### src/rtl/hsc_pkg.sv
package hsc_pkg;

  localparam int WORD_W          = 63;
  localparam int LEN_W           = 6;
  localparam int SYN_W           = 6;
  localparam int PAR_W           = 3;
  localparam int MAX_DATA_BITS_D = 57;
  localparam logic [LEN_W-1:0] DATA_LENGTH_RST = LEN_W'(57);

  typedef enum logic {
    REQ_ENCODE = 1'b0,
    REQ_DECODE = 1'b1
  } req_type_t;

  // Derived code geometry for the length currently in use.
  typedef struct packed {
    logic [LEN_W-1:0]  m;
    logic [SYN_W-1:0]  n;
    logic [WORD_W-1:0] data_mask;
    logic [WORD_W-1:0] cw_mask;
  } len_info_t;

  function automatic logic is_pow2(input int p);
    return (p & (p - 1)) == 0;
  endfunction

  // Least r with 2^r >= m + r + 1.
  function automatic logic [PAR_W-1:0] parity_count(input logic [LEN_W-1:0] m);
    logic [PAR_W-1:0] r;
    r = '0;
    for (int i = 7; i >= 0; i--) begin
      if ((1 << i) >= int'(m) + i + 1) begin
        r = PAR_W'(i);
      end
    end
    return r;
  endfunction

  // Data bit k goes to the k-th position that is not a power of two.
  function automatic logic [WORD_W-1:0] scatter_data(input logic [WORD_W-1:0] d);
    logic [WORD_W-1:0] c;
    int k;
    c = '0;
    k = 0;
    for (int p = 1; p <= WORD_W; p++) begin
      if (!is_pow2(p)) begin
        c[p-1] = d[k];
        k++;
      end
    end
    return c;
  endfunction

  function automatic logic [WORD_W-1:0] gather_data(input logic [WORD_W-1:0] c);
    logic [WORD_W-1:0] d;
    int k;
    d = '0;
    k = 0;
    for (int p = 1; p <= WORD_W; p++) begin
      if (!is_pow2(p)) begin
        d[k] = c[p-1];
        k++;
      end
    end
    return d;
  endfunction

  // Bit b of the syndrome is the parity of all positions with bit b set.
  function automatic logic [SYN_W-1:0] calc_syndrome(input logic [WORD_W-1:0] c);
    logic [SYN_W-1:0] s;
    s = '0;
    for (int b = 0; b < SYN_W; b++) begin
      for (int j = 1; j <= WORD_W; j++) begin
        if (((j >> b) & 1) == 1) begin
          s[b] = s[b] ^ c[j-1];
        end
      end
    end
    return s;
  endfunction

endpackage

### src/rtl/hsc_len_dec.sv
module hsc_len_dec #(
  parameter int MAX_DATA_BITS = hsc_pkg::MAX_DATA_BITS_D
) (
  input  logic [hsc_pkg::LEN_W-1:0] data_length,
  output hsc_pkg::len_info_t        info
);
  import hsc_pkg::*;

  logic [LEN_W-1:0] m_eff;
  logic [PAR_W-1:0] r;

  // Out-of-range lengths are clamped; the register keeps what was written.
  always_comb begin
    priority if (data_length == '0) begin
      m_eff = LEN_W'(1);
    end else if (data_length > LEN_W'(MAX_DATA_BITS)) begin
      m_eff = LEN_W'(MAX_DATA_BITS);
    end else begin
      m_eff = data_length;
    end
  end

  assign r = parity_count(m_eff);

  always_comb begin
    info.m         = m_eff;
    info.n         = m_eff + {{(LEN_W-PAR_W){1'b0}}, r};
    info.data_mask = WORD_W'((64'd1 << m_eff) - 64'd1);
    info.cw_mask   = WORD_W'((64'd1 << info.n) - 64'd1);
  end

endmodule

### src/rtl/hamming_sec_codec_unit.sv
// Shortened Hamming single-error-correcting encoder and decoder.
//
// Input channel: an item is transferred at a rising edge where start is high
// and busy is low. in_req_type selects encode (data word in, codeword out) or
// decode (received codeword in, corrected data out). busy is high while reset
// is applied and falls at the first clock edge after reset is released. From then on
// one item can be transferred every cycle.
//
// Result channel: each result is shown for exactly one cycle with out_valid
// high, after the three register stages. The receiver cannot stall the
// block, so results are never held and never dropped.
//
// Configuration: cfg_data is written into the data length register when
// cfg_valid and cfg_ready are both high. It should only change while no items
// are in flight. Reset loads a data length of 57.
//
// Throughput is one item per cycle while busy is low. The three register
// stages are length masking, data scatter plus syndrome trees, and
// error correction plus data gather into the output registers.
module hamming_sec_codec_unit #(
  parameter int MAX_DATA_BITS = hsc_pkg::MAX_DATA_BITS_D
) (
  input  logic                        clk,
  input  logic                        rst_n,
  input  logic                        start,
  output logic                        busy,
  input  logic                        in_req_type,
  input  logic [hsc_pkg::WORD_W-1:0]  in_word_in,
  output logic                        out_valid,
  output logic [hsc_pkg::WORD_W-1:0]  out_word_out,
  output logic [hsc_pkg::SYN_W-1:0]   out_syndrome,
  output logic                        out_corrected,
  output logic                        out_syndrome_invalid,
  input  logic                        cfg_valid,
  output logic                        cfg_ready,
  input  logic [hsc_pkg::LEN_W-1:0]   cfg_data
);
  import hsc_pkg::*;

  logic              busy_r;
  logic [LEN_W-1:0]  data_length_r;
  len_info_t         len_info;
  logic              accept;

  // Stage 1: input word trimmed to the active length.
  logic              v1_r;
  req_type_t         s1_req_r;
  logic [WORD_W-1:0] s1_word_r;
  logic [SYN_W-1:0]  s1_n_r;

  // Stage 2: codeword layout and its syndrome.
  logic              v2_r;
  req_type_t         s2_req_r;
  logic [WORD_W-1:0] s2_cw_r;
  logic [SYN_W-1:0]  s2_syn_r;
  logic [SYN_W-1:0]  s2_n_r;
  logic [WORD_W-1:0] s2_cw_nxt;

  // Stage 3: output registers.
  logic              out_valid_r;
  logic [WORD_W-1:0] word_out_r;
  logic [SYN_W-1:0]  syndrome_r;
  logic              corrected_r;
  logic              syn_inval_r;
  logic [WORD_W-1:0] word_out_nxt;
  logic [SYN_W-1:0]  syndrome_nxt;
  logic              corrected_nxt;
  logic              syn_inval_nxt;

  // The block is only held off by reset; busy is a registered copy of it.
  always_ff @(posedge clk) begin
    busy_r <= !rst_n;
  end

  assign busy      = busy_r;
  assign cfg_ready = !busy_r;
  assign accept    = start && !busy_r;

  always_ff @(posedge clk) begin
    if (!rst_n) begin
      data_length_r <= DATA_LENGTH_RST;
    end else if (cfg_valid && cfg_ready) begin
      data_length_r <= cfg_data;
    end
  end

  hsc_len_dec #(
    .MAX_DATA_BITS(MAX_DATA_BITS)
  ) u_len_dec (
    .data_length(data_length_r),
    .info       (len_info)
  );

  // Encode ignores data bits at index m and above; decode reads positions
  // above n as zero.
  always_ff @(posedge clk) begin
    if (!rst_n) begin
      v1_r <= 1'b0;
    end else begin
      v1_r <= accept;
    end
  end

  always_ff @(posedge clk) begin
    if (accept) begin
      s1_req_r  <= req_type_t'(in_req_type);
      s1_word_r <= (in_req_type == REQ_DECODE) ? (in_word_in & len_info.cw_mask)
                                               : (in_word_in & len_info.data_mask);
      s1_n_r    <= len_info.n;
    end
  end

  // For encode the parity positions are still zero, so the syndrome of the
  // scattered word is exactly the set of parity bits to insert.
  assign s2_cw_nxt = (s1_req_r == REQ_DECODE) ? s1_word_r : scatter_data(s1_word_r);

  always_ff @(posedge clk) begin
    if (!rst_n) begin
      v2_r <= 1'b0;
    end else begin
      v2_r <= v1_r;
    end
  end

  always_ff @(posedge clk) begin
    if (v1_r) begin
      s2_req_r <= s1_req_r;
      s2_cw_r  <= s2_cw_nxt;
      s2_syn_r <= calc_syndrome(s2_cw_nxt);
      s2_n_r   <= s1_n_r;
    end
  end

  // A nonzero syndrome within the codeword flips that position; one beyond
  // the codeword is reported as invalid and the word is left alone.
  always_comb begin
    logic [WORD_W-1:0] fixed;
    logic [WORD_W-1:0] parity_bits;
    fixed       = s2_cw_r;
    parity_bits = '0;
    for (int b = 0; b < SYN_W; b++) begin
      parity_bits[(1 << b) - 1] = s2_syn_r[b];
    end
    unique case (s2_req_r)
      REQ_ENCODE: begin
        word_out_nxt  = s2_cw_r | parity_bits;
        syndrome_nxt  = '0;
        corrected_nxt = 1'b0;
        syn_inval_nxt = 1'b0;
      end
      REQ_DECODE: begin
        corrected_nxt = (s2_syn_r != '0) && (s2_syn_r <= s2_n_r);
        syn_inval_nxt = (s2_syn_r != '0) && (s2_syn_r > s2_n_r);
        if (corrected_nxt) begin
          fixed = s2_cw_r ^ (WORD_W'(1) << (s2_syn_r - SYN_W'(1)));
        end
        word_out_nxt  = gather_data(fixed);
        syndrome_nxt  = s2_syn_r;
      end
      default: begin
        word_out_nxt  = '0;
        syndrome_nxt  = '0;
        corrected_nxt = 1'b0;
        syn_inval_nxt = 1'b0;
      end
    endcase
  end

  always_ff @(posedge clk) begin
    if (!rst_n) begin
      out_valid_r <= 1'b0;
    end else begin
      out_valid_r <= v2_r;
    end
  end

  always_ff @(posedge clk) begin
    if (v2_r) begin
      word_out_r  <= word_out_nxt;
      syndrome_r  <= syndrome_nxt;
      corrected_r <= corrected_nxt;
      syn_inval_r <= syn_inval_nxt;
    end
  end

  assign out_valid            = out_valid_r;
  assign out_word_out         = word_out_r;
  assign out_syndrome         = syndrome_r;
  assign out_corrected        = corrected_r;
  assign out_syndrome_invalid = syn_inval_r;

endmodule

### config.mk
export PLATFORM = sky130hd
export DESIGN_NAME = hamming_sec_codec_unit
export DESIGN_NICKNAME = d
export VERILOG_FILES = /design/src/rtl/hsc_pkg.sv /design/src/rtl/hsc_len_dec.sv /design/src/rtl/hamming_sec_codec_unit.sv
export SDC_FILE = /design/constraint.sdc
export NUM_CORES = 1
export LEC_CHECK = 0
export BUFFER_PORTS_ARGS = -buffer_cell sky130_fd_sc_hd__buf_4
export CAP_MARGIN = 20
export CORE_ASPECT_RATIO = 0.6
export CORE_MARGIN = 2
export CORE_UTILIZATION = 30
export CTS_CLUSTER_SIZE = 30
export DETAILED_ROUTE_END_ITERATION = 10
export PLACE_DENSITY_LB_ADDON = 0.05
export SLEW_MARGIN = 20
export SYNTH_ARGS = -nofsm -noshare
export SYNTH_HDL_FRONTEND = slang
export SYNTH_SLANG_ARGS = --single-unit
### constraint.sdc
create_clock -name clk -period 7 [get_ports clk]
set_clock_uncertainty 0.05 [all_clocks]
set_input_delay 0.7 -clock clk [delete_from_list [all_inputs] [get_ports clk]]
set_output_delay 0.7 -clock clk [all_outputs]
set_load 0.005 [all_outputs]
==> summary.txt <==
Finish
  – Diodes inserted: 0
  – Most frequent cells in the layout: edfxtp_1 (217), buf_4 (215), xnor2_1 (122)
  – Share of cells above drive strength 1: 0.201
  – Area of the multi-input gates: 6340 um2
  – Commonest non-fill, non-tap cell in the layout: edfxtp_1
  – Area Growth Syn to Fin: 20.6%
  – Sequential Area: 6720 um2
  – Layout Utilization: 0.366
  – Number of nets in the layout: 1553
  – # fillers: 4532

Die
  – Rows: 60
  – Die H: ~170 um
  – Num ports: 148
  – Initial core utilization: 0.303
  – Core ar.: approximately 45000 um2
  – Die footprint: 47000 um2
  – Die width: 279 um

Clocking
  – Setup bufs post-CTS: 0
  – CTS tree: yes
  – Clk sink count: 227
  – CTS Buf Count: 24
  – Clock root buffer: clkbuf_16
  – CTS resizes: 0
  – Worst-path clk slew: 0.07 ns
  – H-tree levels: 1
  – Clock latency at the later pin of the worst-skew pair: approximately 0.56 ns
  – Post-CTS Hold Buffers: 0
  – Maximum clock path buffer count: 3

Worst setup path
  – Worst Path Arrival: 6.83 ns
  – Setup CP Type: flip-flop to flip-flop
  – Reg-to-Reg Start: data_length_r[0]
  – Crit. End Element: flip-flop
  – WP data required: 7.25 ns
  – Critical Path Fanout Max: 10
  – Startpoint Class: flip-flop
  – Worst setup path start: data_length_r[0]

Global routing
  – GR met3 Demand/Resource: 0.0359
  – Total grt overflow: 0
  – GRT Total Usage: 0.209
  – Routing usage on met2: 0.288
  – Global-route wire length before repair: 71700 um
  – Initial antenna violation count: 0
  – Largest net degree at the start of global routing: 93
  – GRT Max-Usage Layer: met1
  – Vias in the first global route: 10292
  – Met1 Use GR: 0.342

STA
  – Final hold vios: 0
  – Final setup vio count: 0
  – Slew @ Worst Pin: 1.26 ns
  – Post-layout minimum cycle time: 6.57 ns
  – Setup TNS: 0 ns
  – Headroom to the max-slew limit: 0.149
  – Slew Limit Fails: 0
  – Maximum clock rate: 152 MHz
  – Final hold slack: 0.323 ns
  – Final Cycle Share: 0.939
  – RSZ-0062 raised after global routing: false

Logic synthesis
  – Ys flop type: edfxtp_1
  – Yosys cell types: 84
  – FF+latch count, synth: 227
  – Syn avg cell area: between 10 and 15 um2
  – Area share of the largest cell type after synthesis: 0.480
  – Post-synth ARST share: 0
  – Number of synthesized flops with an enable pin: between 200 and 250
  – Sequential area share after synthesis: 0.495
  – Synth Net Count: 1375
  – Netlist area before placement: between 10000 and 15000 um2
  – Dominant cells by area after synthesis: edfxtp_1 (48%), xnor2_1 (7.9%), xor2_1 (3.9%)
  – Warnings from Yosys: 0
  – Largest area contributor in the netlist: edfxtp_1
  – Cells after Synth: 1273

Drt
  – DR vias: between 10000 and 15000
  – Avg WL per Cell: between 20 and 25 um
  – Drt first pass iters: 5
  – Final ANT Viol Nets: 0
  – Drc violations: 0
  – Detailed Route Iter0 Violations: 873
  – Routed WL: about 49000 um
  – Drt via density: between 5 and 6

Worst hold path
  – Min-delay src: cfg_data[3]
  – Min-Delay Path Class: input pin to flip-flop

Pwr
  – Peak VDD IR: roughly 0.00023 V
  – Pleak: 6.01 nW
  – Power Dens Cells: 279 nW/um2

Outcome
  – Outcome: finished clean

Run
  – Max-Cap Viols: 0

Placement
  – Placer Congestion: 0.917
  – Final HPWL from detailed placement: approximately 40000 um
  – I/O Buffers: 147
[per-layer routing]
metal,routed length [um],vias up
met5,0,-
met4,685,0
met3,3710,54
met2,19400,378
li1,-,4970
met1,25600,5122
[synthesized netlist by cell type (5+ instances only)]
library cell  count
edfxtp_1        217
xnor2_1         122
a21oi_1          97
nor2_1           90
nand2_1          75
inv_1            67
xor2_1           60
mux2i_1          47
clkbuf_1         40
nand3_1          37
nand4_1          36
and2_1           29
o21ai_0          29
ha_1             27
nor3_1           25
a21boi_0         23
nor2b_1          21
mux2_2           17
buf_2            15
nor4_1           13
o211ai_1         13
o21a_1           13
a21o_1           12
nand2b_1         11
dfxtp_1          10
o21bai_1         10
and3_1            9
a21boi_1          8
a31oi_1           5
buf_4             5
nor3b_1           5
o21ai_1           5
o22ai_1           5
[worst max-delay path, cell delays in order (launching register included)]
cell	delay, ns
dfxtp_1	0.45
or3_1	0.49
o22ai_1	0.19
buf_4	0.18
inv_1	0.06
ha_1	0.26
nand2b_1	0.16
o221a_2	0.33
o31a_1	0.13
o311a_1	0.33
or4_1	0.52
o41ai_1	0.12
o311a_1	0.20
ha_1	0.19
inv_1	0.06
fa_1	0.42
xor2_2	0.25
inv_1	0.21
a32oi_2	0.37
o221ai_2	0.31
nor3_4	0.24
buf_4	0.23
o211ai_2	0.20
xor2_1	0.21
and2_1	0.18
[state kept, by name (all words and copies together), names as in the netlist, 6 cells and up]
| signal | count |
|---|---|
| s1_n_r | 6 |
| s2_syn_r | 6 |
| s2_n_r | 6 |
| out_word_out | 63 |
| s1_word_r | 63 |
| data_length_r | 6 |
| out_syndrome | 6 |
| s2_cw_r | 63 |
[logic make-up (layout without fill, tap and decap cells)]
| logic type | Yosys count | in the layout | share of synthesized area |
|---|---|---|---|
| flops | 227 | 227 | 0.495 |
| fa+ha+maj | 29 | 29 | 0.0271 |
| buf+inv | 131 | 324 | 0.0401 |
| simple gates | 375 | 375 | 0.141 |
| xor+xnor | 185 | 185 | 0.121 |
| mux | 64 | 64 | 0.0487 |
| compound gates | 262 | 262 | 0.127 |
[path summary, 6_finish.rpt]
path                       to  cells after the start  slack, ns
min          data_length_r[3]                      3       0.32
min reg2reg         s2_n_r[0]                      0       0.38
max             s1_word_r[32]                     24       0.43
max reg2reg     s1_word_r[32]                     24       0.43
[metrics by stage]
stage	power (W)	worst slack (ns)	cell area, um2	std cells
detailed placement	0.00337	0.451	15700	2014
floorplan	0.00278	0.566	13600	1273
global route	0.00479	0.0363	16400	2055
CTS	0.00458	0.414	16400	2055
global placement	0.00338	0.443	15700	2014
finish	0.00456	0.428	16400	2055
[where the power goes]
part,internal [W],total (W),switching [W]
clock network,0.000627,0.00119,0.000562
logic,0.000616,0.00166,0.00105
registers,0.00163,0.00171,0.0000785
[layout make-up]
class / count / area share
sequential: 227 / 0.411
inverter: 68 / 0.0156
tap: 589 / 0.0450
clock buffer: 24 / 0.0367
clock inverter: 17 / 0.00634
multi-input combinational: 915 / 0.387
timing repair buffer: 215 / 0.0986
(Power assumes the default switching activity.)
